===== src/sv/kds_pkg.sv =====
// Shared constants, types and helpers of the keypad debounce scanner.
package kds_pkg;

    localparam int QUEUE_DEPTH = 8;
    localparam int PTR_W       = (QUEUE_DEPTH > 2) ? $clog2(QUEUE_DEPTH) : 1;
    localparam int KEY_W       = 4;
    localparam int NUM_KEYS    = 9;
    localparam int LINES_W     = 3;
    localparam int TICKS_W     = 16;
    localparam int COUNT_OUT_W = 3;

    localparam logic [LINES_W-1:0] LINES_IDLE     = 3'b111;
    localparam logic [TICKS_W-1:0] DEBOUNCE_RESET = 16'd312;

    localparam int S_TDATA_W = 16;
    localparam int M_TDATA_W = 24;

    typedef logic [PTR_W-1:0] t_ptr;

    typedef struct packed {
        logic               empty;
        logic               full;
        logic [KEY_W-1:0]   head;
        t_ptr               count;
    } t_queue_status;

    function automatic t_ptr next_ptr(input t_ptr p);
        return (p == PTR_W'(QUEUE_DEPTH - 1)) ? '0 : t_ptr'(p + 1'b1);
    endfunction

endpackage


===== src/sv/kds_queue.sv =====
// Ring FIFO of key indexes; a push into a full ring drops the oldest entry.
module kds_queue (
    input  logic                  i_clk,
    input  logic                  i_rst_n,
    input  logic                  i_push,
    input  logic                  i_pop,
    input  logic [kds_pkg::KEY_W-1:0] i_key,
    output kds_pkg::t_queue_status o_status
);
    import kds_pkg::*;

    logic [KEY_W-1:0] r_store [QUEUE_DEPTH];
    logic [KEY_W-1:0] r_head;
    t_ptr             r_wr_ptr;
    t_ptr             r_rd_ptr;
    t_ptr             n_wr_ptr;
    t_ptr             n_rd_ptr;
    logic             full;
    logic [PTR_W:0]   diff;
    t_ptr             count;

    assign full = (next_ptr(r_wr_ptr) == r_rd_ptr);
    assign diff = {1'b0, r_wr_ptr} + (PTR_W+1)'(QUEUE_DEPTH) - {1'b0, r_rd_ptr};
    assign count = (diff >= (PTR_W+1)'(QUEUE_DEPTH)) ?
                   t_ptr'(diff - (PTR_W+1)'(QUEUE_DEPTH)) : diff[PTR_W-1:0];

    always_comb begin
        n_wr_ptr = r_wr_ptr;
        n_rd_ptr = r_rd_ptr;
        if (i_push) begin
            n_wr_ptr = next_ptr(r_wr_ptr);
            // full ring: advance the read side past the overwritten slot
            if (full) begin
                n_rd_ptr = next_ptr(r_rd_ptr);
            end
        end else if (i_pop && (r_wr_ptr != r_rd_ptr)) begin
            n_rd_ptr = next_ptr(r_rd_ptr);
        end
    end

    always_ff @(posedge i_clk) begin
        if (!i_rst_n) begin
            r_wr_ptr <= '0;
            r_rd_ptr <= '0;
        end else begin
            r_wr_ptr <= n_wr_ptr;
            r_rd_ptr <= n_rd_ptr;
        end
    end

    // prefetch the next head; bypass the key written into that slot this cycle
    always_ff @(posedge i_clk) begin
        if (i_push) begin
            r_store[r_wr_ptr] <= i_key;
        end
        if (i_push && (n_rd_ptr == r_wr_ptr)) begin
            r_head <= i_key;
        end else begin
            r_head <= r_store[n_rd_ptr];
        end
    end

    always_comb begin
        o_status.empty = (r_wr_ptr == r_rd_ptr);
        o_status.full  = full;
        o_status.head  = r_head;
        o_status.count = count;
    end

endmodule


===== src/sv/keypad_debounce_scanner_fifo.sv =====
// Top level: 3x3 keypad press qualifier with debounce and key FIFO.
//
// Each input beat is a timer tick (tuser = 0, carrying the sensed column
// lines and the scanned key matrix) or a pop request (tuser = 1). Every
// input beat yields exactly one output beat. The block takes one beat per
// clock while the output side is not stalled; a beat passes an input
// register and then a result register, whose beat leaves when the output
// side is ready. A stalled output holds both registers and stops the input
// after two beats. The phase machine, debounce counter and ring pointer
// update sit in one stage between those registers. The FIFO holds
// QUEUE_DEPTH-1 keys and drops the oldest on overflow. Write
// debounce_ticks only while idle; zero behaves as one.
module keypad_debounce_scanner_fifo (
    input  logic        i_clk,
    input  logic        i_rst_n,
    input  logic        i_cfg_we,
    input  logic [15:0] i_cfg_wdata,
    input  logic        s_axis_tvalid,
    output logic        s_axis_tready,
    // [2:0] column_lines, [11:3] key_matrix, [15:12] zero
    input  logic [15:0] s_axis_tdata,
    // [0] kind
    input  logic [0:0]  s_axis_tuser,
    output logic        m_axis_tvalid,
    input  logic        m_axis_tready,
    // [0] key_valid, [9:1] key_onehot, [10] key_queued, [11] dropped_oldest,
    // [14:12] queue_count, [16:15] scan_phase, [23:17] zero
    output logic [23:0] m_axis_tdata
);
    import kds_pkg::*;

    typedef enum logic [2:0] {
        PH_RELEASE  = 3'b001,
        PH_PRESS    = 3'b010,
        PH_DEBOUNCE = 3'b100
    } t_phase;

    // input register
    logic                r_a_valid;
    logic                r_a_kind;
    logic [LINES_W-1:0]  r_a_lines;
    logic [NUM_KEYS-1:0] r_a_keys;

    // result register
    logic                r_b_valid;
    logic [M_TDATA_W-1:0] r_b_data;

    logic [TICKS_W-1:0]  r_ticks;
    t_phase              r_phase;
    t_phase              n_phase;
    logic [TICKS_W-1:0]  r_left;
    logic [TICKS_W-1:0]  n_left;

    logic                adv;
    logic                push;
    logic                pop;
    logic                one_key;
    logic [KEY_W-1:0]    key_idx;
    t_queue_status       q_stat;

    logic                res_valid;
    logic [NUM_KEYS-1:0] res_onehot;
    logic                res_dropped;
    t_ptr                cnt_after;
    logic [PTR_W+COUNT_OUT_W-1:0] cnt_ext;
    logic [1:0]          phase_code;
    logic [M_TDATA_W-1:0] n_b_data;

    assign adv           = r_a_valid && (!r_b_valid || m_axis_tready);
    assign s_axis_tready = !r_a_valid || adv;
    assign m_axis_tvalid = r_b_valid;
    assign m_axis_tdata  = r_b_data;

    assign one_key = (r_a_keys != '0) && ((r_a_keys & (r_a_keys - 1'b1)) == '0);

    always_comb begin
        key_idx = '0;
        for (int i = 0; i < NUM_KEYS; i++) begin
            if (r_a_keys[i]) begin
                key_idx = KEY_W'(i);
            end
        end
    end

    always_comb begin
        n_phase    = r_phase;
        n_left     = r_left;
        push       = 1'b0;
        pop        = 1'b0;
        res_valid  = 1'b0;
        res_onehot = '0;
        if (r_a_kind) begin
            pop        = !q_stat.empty;
            res_valid  = !q_stat.empty;
            res_onehot = q_stat.empty ? '0 : (NUM_KEYS'(1) << q_stat.head);
        end else begin
            case (r_phase)
                PH_PRESS: begin
                    if (r_a_lines != LINES_IDLE) begin
                        n_phase = PH_DEBOUNCE;
                        n_left  = r_ticks;
                    end
                end
                PH_DEBOUNCE: begin
                    if (r_left <= TICKS_W'(1)) begin
                        n_left  = '0;
                        push    = one_key;
                        n_phase = (r_a_lines == LINES_IDLE) ? PH_PRESS : PH_RELEASE;
                    end else begin
                        n_left = r_left - 1'b1;
                    end
                end
                default: begin
                    n_phase = (r_a_lines == LINES_IDLE) ? PH_PRESS : PH_RELEASE;
                end
            endcase
        end
    end

    assign res_dropped = push && q_stat.full;

    always_comb begin
        cnt_after = q_stat.count;
        if (push && !q_stat.full) begin
            cnt_after = t_ptr'(q_stat.count + 1'b1);
        end else if (pop) begin
            cnt_after = t_ptr'(q_stat.count - 1'b1);
        end
    end

    assign cnt_ext = {{COUNT_OUT_W{1'b0}}, cnt_after};

    always_comb begin
        case (n_phase)
            PH_PRESS:    phase_code = 2'd1;
            PH_DEBOUNCE: phase_code = 2'd2;
            default:     phase_code = 2'd0;
        endcase
    end

    assign n_b_data = {7'd0, phase_code, cnt_ext[COUNT_OUT_W-1:0], res_dropped, push,
                       res_onehot, res_valid};

    kds_queue u_queue (
        .i_clk   (i_clk),
        .i_rst_n (i_rst_n),
        .i_push  (adv && push),
        .i_pop   (adv && pop),
        .i_key   (key_idx),
        .o_status(q_stat)
    );

    always_ff @(posedge i_clk) begin
        if (!i_rst_n) begin
            r_ticks   <= DEBOUNCE_RESET;
            r_phase   <= PH_RELEASE;
            r_left    <= '0;
            r_a_valid <= 1'b0;
            r_b_valid <= 1'b0;
        end else begin
            if (i_cfg_we) begin
                r_ticks <= i_cfg_wdata;
            end
            if (s_axis_tready) begin
                r_a_valid <= s_axis_tvalid;
            end
            if (adv) begin
                r_phase   <= n_phase;
                r_left    <= n_left;
                r_b_valid <= 1'b1;
            end else if (m_axis_tready) begin
                r_b_valid <= 1'b0;
            end
        end
    end

    // payload: hold while stalled
    always_ff @(posedge i_clk) begin
        if (s_axis_tready && s_axis_tvalid) begin
            r_a_kind  <= s_axis_tuser[0];
            r_a_lines <= s_axis_tdata[LINES_W-1:0];
            r_a_keys  <= s_axis_tdata[LINES_W+NUM_KEYS-1:LINES_W];
        end
        if (adv) begin
            r_b_data <= n_b_data;
        end
    end

endmodule


===== config.mk =====
export PLATFORM = sky130hd
export DESIGN_NAME = keypad_debounce_scanner_fifo
export DESIGN_NICKNAME = d
export VERILOG_FILES = /design/src/sv/kds_pkg.sv /design/src/sv/kds_queue.sv /design/src/sv/keypad_debounce_scanner_fifo.sv
export SDC_FILE = /design/constraint.sdc
export NUM_CORES = 1
export LEC_CHECK = 0
export BUFFER_PORTS_ARGS = -buffer_cell sky130_fd_sc_hd__buf_2
export CORE_MARGIN = 2
export CORE_UTILIZATION = 40
export DETAILED_ROUTE_END_ITERATION = 10
export HOLD_SLACK_MARGIN = 0.08
export PLACE_DENSITY = 0.58
export SLEW_MARGIN = 10
export SYNTH_ARGS = -nofsm -noshare
export SYNTH_HDL_FRONTEND = slang
export SYNTH_SLANG_ARGS = --single-unit
export TNS_END_PERCENT = 5

===== constraint.sdc =====
create_clock -name i_clk -period 3.2 [get_ports i_clk]
set_input_delay 0.32 -clock i_clk [delete_from_list [all_inputs] [get_ports i_clk]]
set_output_delay 0.32 -clock i_clk [all_outputs]
set_load 0.02 [all_outputs]

After elaboration in Yosys (flattened, before gate mapping) --
Memory sizes are Yosys's and may differ from the RTL's. A register that Yosys moved wholly into a read port is not among the register bits. Index checks and enable logic that the tools add are counted.
Operators by class: add/subtract/negate cells 9, magnitude comparators 2, equal/unequal tests 12, shifts and indexed selects 1, multiplexer cells 33, bitwise logic cells 2, reductions and logical operators 20
Operator list (count):
- $mux W3 | 11
- $mux W16 | 2
- $pmux W16 S2 | 1
- $mux W4 | 7
- $le A16 B1 Y1 const B | 1
- $sub A16 B1 Y16 const B | 1
- $eq A3 B3 Y1 const B | 5
- $add A3 B1 Y3 const B | 3
- $and A9 B9 Y9 | 1
- $logic_not A9 Y1 | 1
- $mux W1 | 9
- $reduce_bool A9 Y1 | 1
- $shl A1 B4 Y9 const A | 1
- $sub A9 B1 Y9 const B | 1
- $logic_and A1 B1 Y1 | 8
- $eq A3 B2 Y1 const B | 2
- $eq A3 B3 Y1 | 2
- $pmux W3 S2 | 1
- $sub A3 B1 Y3 const B | 2
- $add A3 B4 Y4 const B | 1
- $ge A4 B4 Y1 const B | 1
- $logic_not A1 Y1 | 4
- $pmux W2 S2 | 1
- $reduce_and A4 Y1 | 1
- 9 further kinds | 11
Word-level totals: register bits 73, bits in writable memories 32, input bits 38, memories 1
Memory list:
- u_queue.r_store | words 8, bits a word 4, read ports 1, clocked after Yosys merged registers in 1, write ports 1, line kds_queue.sv:12 | logic [KEY_W-1:0] r_store [QUEUE_DEPTH];

Longest topological paths before layout --
word-level depth 10, depth in mapped cells 10, mapped depth without buffers 9

Cells and area by module --
A second synthesis with hierarchy kept.
Second synthesis, totals: cells, all modules 455, area, all modules 5146.2 um^2
Modules (own cells, without submodules):
- keypad_debounce_scanner_fifo | times used 1, cells an instance 325, area an instance 3241.9 um^2
- kds_queue | times used 1, cells an instance 130, area an instance 1904.3 um^2

Worst setup path after synthesis --
OpenSTA, ideal clock, no wires.
path kind register -> register, start point register r_a_keys[5], end point memory u_queue.r_store[1][0], enable pin, data arrival time 2.189 ns, data required time 2.823 ns, setup slack 0.634 ns, stages on the path, launching flop included 8, buffers on the path 0, clock period less this slack 2.566 ns, path through edfxtp_1 nor4_4 or4bb_1 nand3_1 nand2_1 inv_1 nand2_1 nor4_1
On the way: longest elaborated chain between the ends 10, elaborated cells on any way between the ends 11, classes of those cells add/sub: 1; mux: 5; bitwise: 1; reduce/logical: 4
Ends and longest elaborated chain:
- from (decl) | line keypad_debounce_scanner_fifo.sv:42 | logic [NUM_KEYS-1:0] r_a_keys;
- from (signal assigned) | line keypad_debounce_scanner_fifo.sv:182 | r_a_keys <= s_axis_tdata[LINES_W+NUM_KEYS-1:LINES_W];
- $sub A9 B1 Y9 | line keypad_debounce_scanner_fifo.sv:74 | assign one_key = (r_a_keys != '0) && ((r_a_keys & (r_a_keys - 1'b1)) == '0);
- $and A9 B9 Y9 | line keypad_debounce_scanner_fifo.sv:74
- $logic_not A9 Y1 | line keypad_debounce_scanner_fifo.sv:74
- $logic_and A1 B1 Y1 * | line keypad_debounce_scanner_fifo.sv:74
- $mux W1 * | line keypad_debounce_scanner_fifo.sv:105 | if (r_left <= TICKS_W'(1)) begin
- $mux W1 * | line keypad_debounce_scanner_fifo.sv:97 | case (r_phase)
- $mux W1 * | line keypad_debounce_scanner_fifo.sv:92 | if (r_a_kind) begin
- via push | line keypad_debounce_scanner_fifo.sv:55 | logic push;
- $logic_and A1 B1 Y1 * | line keypad_debounce_scanner_fifo.sv:147 | .i_push (adv && push),
- $mux W1 * | line kds_queue.sv:53 | if (i_push) begin
- $mux W1 (not written as such) * | line kds_queue.sv:54 | r_store[r_wr_ptr] <= i_key;
- to (decl) | line kds_queue.sv:12
Mark *: on every way through the listed nets, which the timed path passes. The rest lies on a longest branch.

Worst setup path after layout --
start point register r_a_keys[5], end point memory u_queue.r_store[7][1], enable pin
Same word-level chain as after synthesis.

==> summary.md <==
| Metric | Value |
|---|---|
| CTS Root Cell | `clkbuf_16` |
| Max Cap Violations | `0` |
| Via density per instance | `about 5.1` |
| Slew @ Worst Pin | `~0.69 ns` |
| PwrDens | `470 mW/mm^2` |
| Flop pwr share | `0.552` |
| Final Max Tran Viols | `0` |
| RSZ-0062 raised after global routing | `no` |
| Clock slew at reported path FFs | `0.08 ns` |
| Clock sinks | `approximately 110` |
| Initial antenna violation count | `0` |
| Power Internal | `roughly 2100 uW` |
| Area Growth Syn to Fin | `15.3%` |
| Routed vias | `between 3,000 and 4,000` |
| Core Box Area | `roughly 0.013 mm^2` |
| Gr usage total | `0.154` |
| Area of the multi-input gates | `roughly 0.0021 mm^2` |
| Clock skew | `between 0.01 and 0.015 ns` |
| Main flop type after synthesis | `edfxtp_1` |
| Cells after Synth | `446` |
| Clk Latency, worst-skew pair | `around 0.36 ns` |
| Register area | `about 0.0028 mm^2` |
| Die height | `around 120 um` |
| Layout Utilization | `0.469` |
| Post-Synthesis Cell Area | `0.00509 mm^2` |
| Asr flop ratio synth | `0` |
| Hold Buf Count CTS | `0` |
| Site Rows | `41` |
| Final nets | `roughly 550` |
| Post-CTS setup buffers | `0` |
| #FFs+latches synth | `around 110` |
| Gate power share | `0.050` |
| Crit. End Element | `flip-flop` |
| Setup TNS | `0 ns` |
| Post-synth EDFFs | `62` |
| Setup slack, reg-to-reg | `around 0.3 ns` |
| Max frequency | `about 350 MHz` |
| Most used cell along the critical path | `nand2_1` |
| CTS-repair resized insts | `0` |
| Initial DRC count | `226` |
| Most common cell after layout, fill and taps aside | `edfxtp_1` |
| Hold crit path type | `primary input to flip-flop` |
| Die Area | `approximately 0.014 mm^2` |
| Routability Congestion | `around 0.84` |
| Critical-path top delay cell | `nor3_1` |
| TritonCTS clock tree | `yes` |
| CP Launch Type | `flip-flop` |
| Crit path time final | `roughly 2.9 ns` |
| Leakage | `roughly 0.0022 uW` |
| Worst r2r src | `r_a_keys[5]` |
| Hold Path End | `r_a_lines[0]` |
| Largest net degree at the start of global routing | `between 40 and 50` |
| Switching part of the total power | `0.237` |
| RR Endpoint | `u_queue.r_store[7][1]` |
| Post-synth top area share | `0.366` |
| Grt ovf | `0` |
| Max Root-Sink Buffers | `2` |
| Worst Path Max Fanout | `8` |
| YS warnings | `0` |
| Ant diodes | `0` |
| DR pass1 iterations | `4` |
| Final Hold Vio Count | `0` |
| Worst path arrival time | `~2.9 ns` |
| Clock network power share | `0.398` |
| DRT Wirelength | `9940 um` |
| Die W | `117 um` |
| # H-tree levels | `3` |
| Worst Hold Launch | `s_axis_tdata[0]` |
| Status | `finished, final reports clean` |
| Post-DP HPWL | `7170 um` |
| Vias in the first global route | `around 3,300` |
| Share of cells above drive strength 1 | `0.209` |
| Switch Pwr | `~650 uW` |
| Commonest cells after routing, fill and taps aside | `62 x edfxtp_1, 52 x buf_2, 46 x dfxtp_1, 44 x nand2_1, 27 x nor2_1` |
| Synth area leaders | `edfxtp_1 37%, dfxtp_1 18%, mux2i_1 4.5%` |
| Seq/Total Area, Yosys | `0.547` |
| Placed Area | `roughly 0.0056 mm^2` |
| Total power | `around 2800 uW` |
| Global-route wire length before repair | `between 15,000 and 20,000 um` |
| Critical path, cell by cell | `nor4_4, o2111ai_1, nor4b_4, nand2_1, inv_1, nand2_1, nor3_1` |
| Antenna viol nets, final | `0` |
| Area leader, netlist | `edfxtp_1` |
| Synth Area per Inst | `~11 um^2` |
| Cell variety after synth | `62` |
| Crit path kind | `flip-flop to flip-flop` |
| Port bufs | `between 50 and 60` |
| Remaining DRCs | `0` |
| WL per Instance | `between 10 and 15 um` |
| Final instance area | `a little under 0.006 mm^2` |
| Peak supply drop | `0.000302 V` |
| Final setup viols | `0` |
| Hold Crit Depth | `1` |
| # fillers | `1,205` |
| Slew HR | `0.540` |
| Final Cycle Share | `0.903` |
| TritonCTS Buffers | `9` |
| Io pins | `64` |
| Critical Path RT | `about 3.2 ns` |
| Worst Reg-to-Reg Cells | `7` |
| Starting Density | `0.407` |
| Crit path largest cell delay | `~0.57 ns` |
## cell usage after synthesis, drive strengths merged (3+ instances only)
library cell,count
o21ai,21
a22oi,10
nand2b,3
a21boi,7
mux2i,23
inv,17
mux2,6
edfxtp,62
nor2,27
nor4,11
nor3,10
buf,9
mux4,8
nand2,44
a21oi,12
o21a,3
dfxtp,46
a32o,3
nand4,4
xnor2,4
nand3,12
clkbuf,18
and2,4
o31ai,6
nor2b,26
a31oi,3
ha,10
## final cells by class
| cell class | instances | share of cell area |
|---|---|---|
| clock buffer | 9 | 0.0384 |
| clock inverter | 7 | 0.0115 |
| inverter | 17 | 0.0109 |
| multi-input combinational | 300 | 0.365 |
| sequential | 108 | 0.474 |
| tap | 172 | 0.0367 |
| timing repair buffer | 67 | 0.0635 |
## worst max path at each step
stage | end | from
final | u_queue.r_store[7][1] | r_a_keys[5]
after global routing | u_queue.r_store[7][1] | r_a_keys[5]
after CTS | u_queue.r_store[7][1] | r_a_keys[5]
after detailed placement | u_queue.r_store[7][1] | r_a_keys[5]
after global placement | u_queue.r_store[5][1] | r_a_keys[5]
after floorplan | u_queue.r_store[1][0] | r_a_keys[5]
## cells by family (layout without fill, tap and decap cells)
| kind of cell | count (synthesis) | count (layout) | synth area share |
|---|---|---|---|
| flops | 108 | 108 | 0.547 |
| other cells | 1 | 7 | 0.000737 |
| simple gates | 155 | 155 | 0.167 |
| compound gates | 84 | 84 | 0.115 |
| fa+ha+maj | 11 | 11 | 0.0285 |
| mux | 37 | 37 | 0.0939 |
| buf+inv | 44 | 100 | 0.0378 |
| xor+xnor | 6 | 6 | 0.0103 |
## metal layers
layer	track usage	up-vias	share of wire
li1	-	1750	-
met1	0.216	1640	0.49
met2	0.230	86	0.45
met3	0.0376	12	0.045
met4	0.0627	0	0.019
met5	0	-	0
## worst max-delay path, delay by kind of cell (launching register included)
family	cells	cell delay (ns)
buffers and inverters	1	0.17
flip-flops	1	0.47
AND/OR/NAND/NOR	5	1.59
AO/OA/AOI/OAI	1	0.29
## power by group through the flow
stage	clock network [uW]	registers (uW)	logic [uW]
floorplan	0	1560	86.6
global placement	0	1550	139
detailed placement	0	1550	141
CTS	1130	1520	141
global route	1180	1530	156
finish	1100	1520	139
## through the flow
stage               cells  setup slack, ns  hold slack (ns)
global placement      664            0.348            0.459
floorplan             452            0.634            0.419
global route          680           0.0780            0.123
CTS                   680            0.269            0.121
finish                680            0.309            0.127
detailed placement    664            0.268            0.467
## registers in the layout, summed over array words and instances, names as in the netlist, named ones only
signal and cells:
r_a_kind 1, u_queue.r_store 32, r_left 16, r_a_keys 9
m_axis_tvalid 1, r_ticks 16, m_axis_tdata 17, u_queue.r_wr_ptr 3
r_a_lines 3, r_a_valid 1, u_queue.r_rd_ptr 3, r_phase 3
Power figures use the tool's default switching activity.
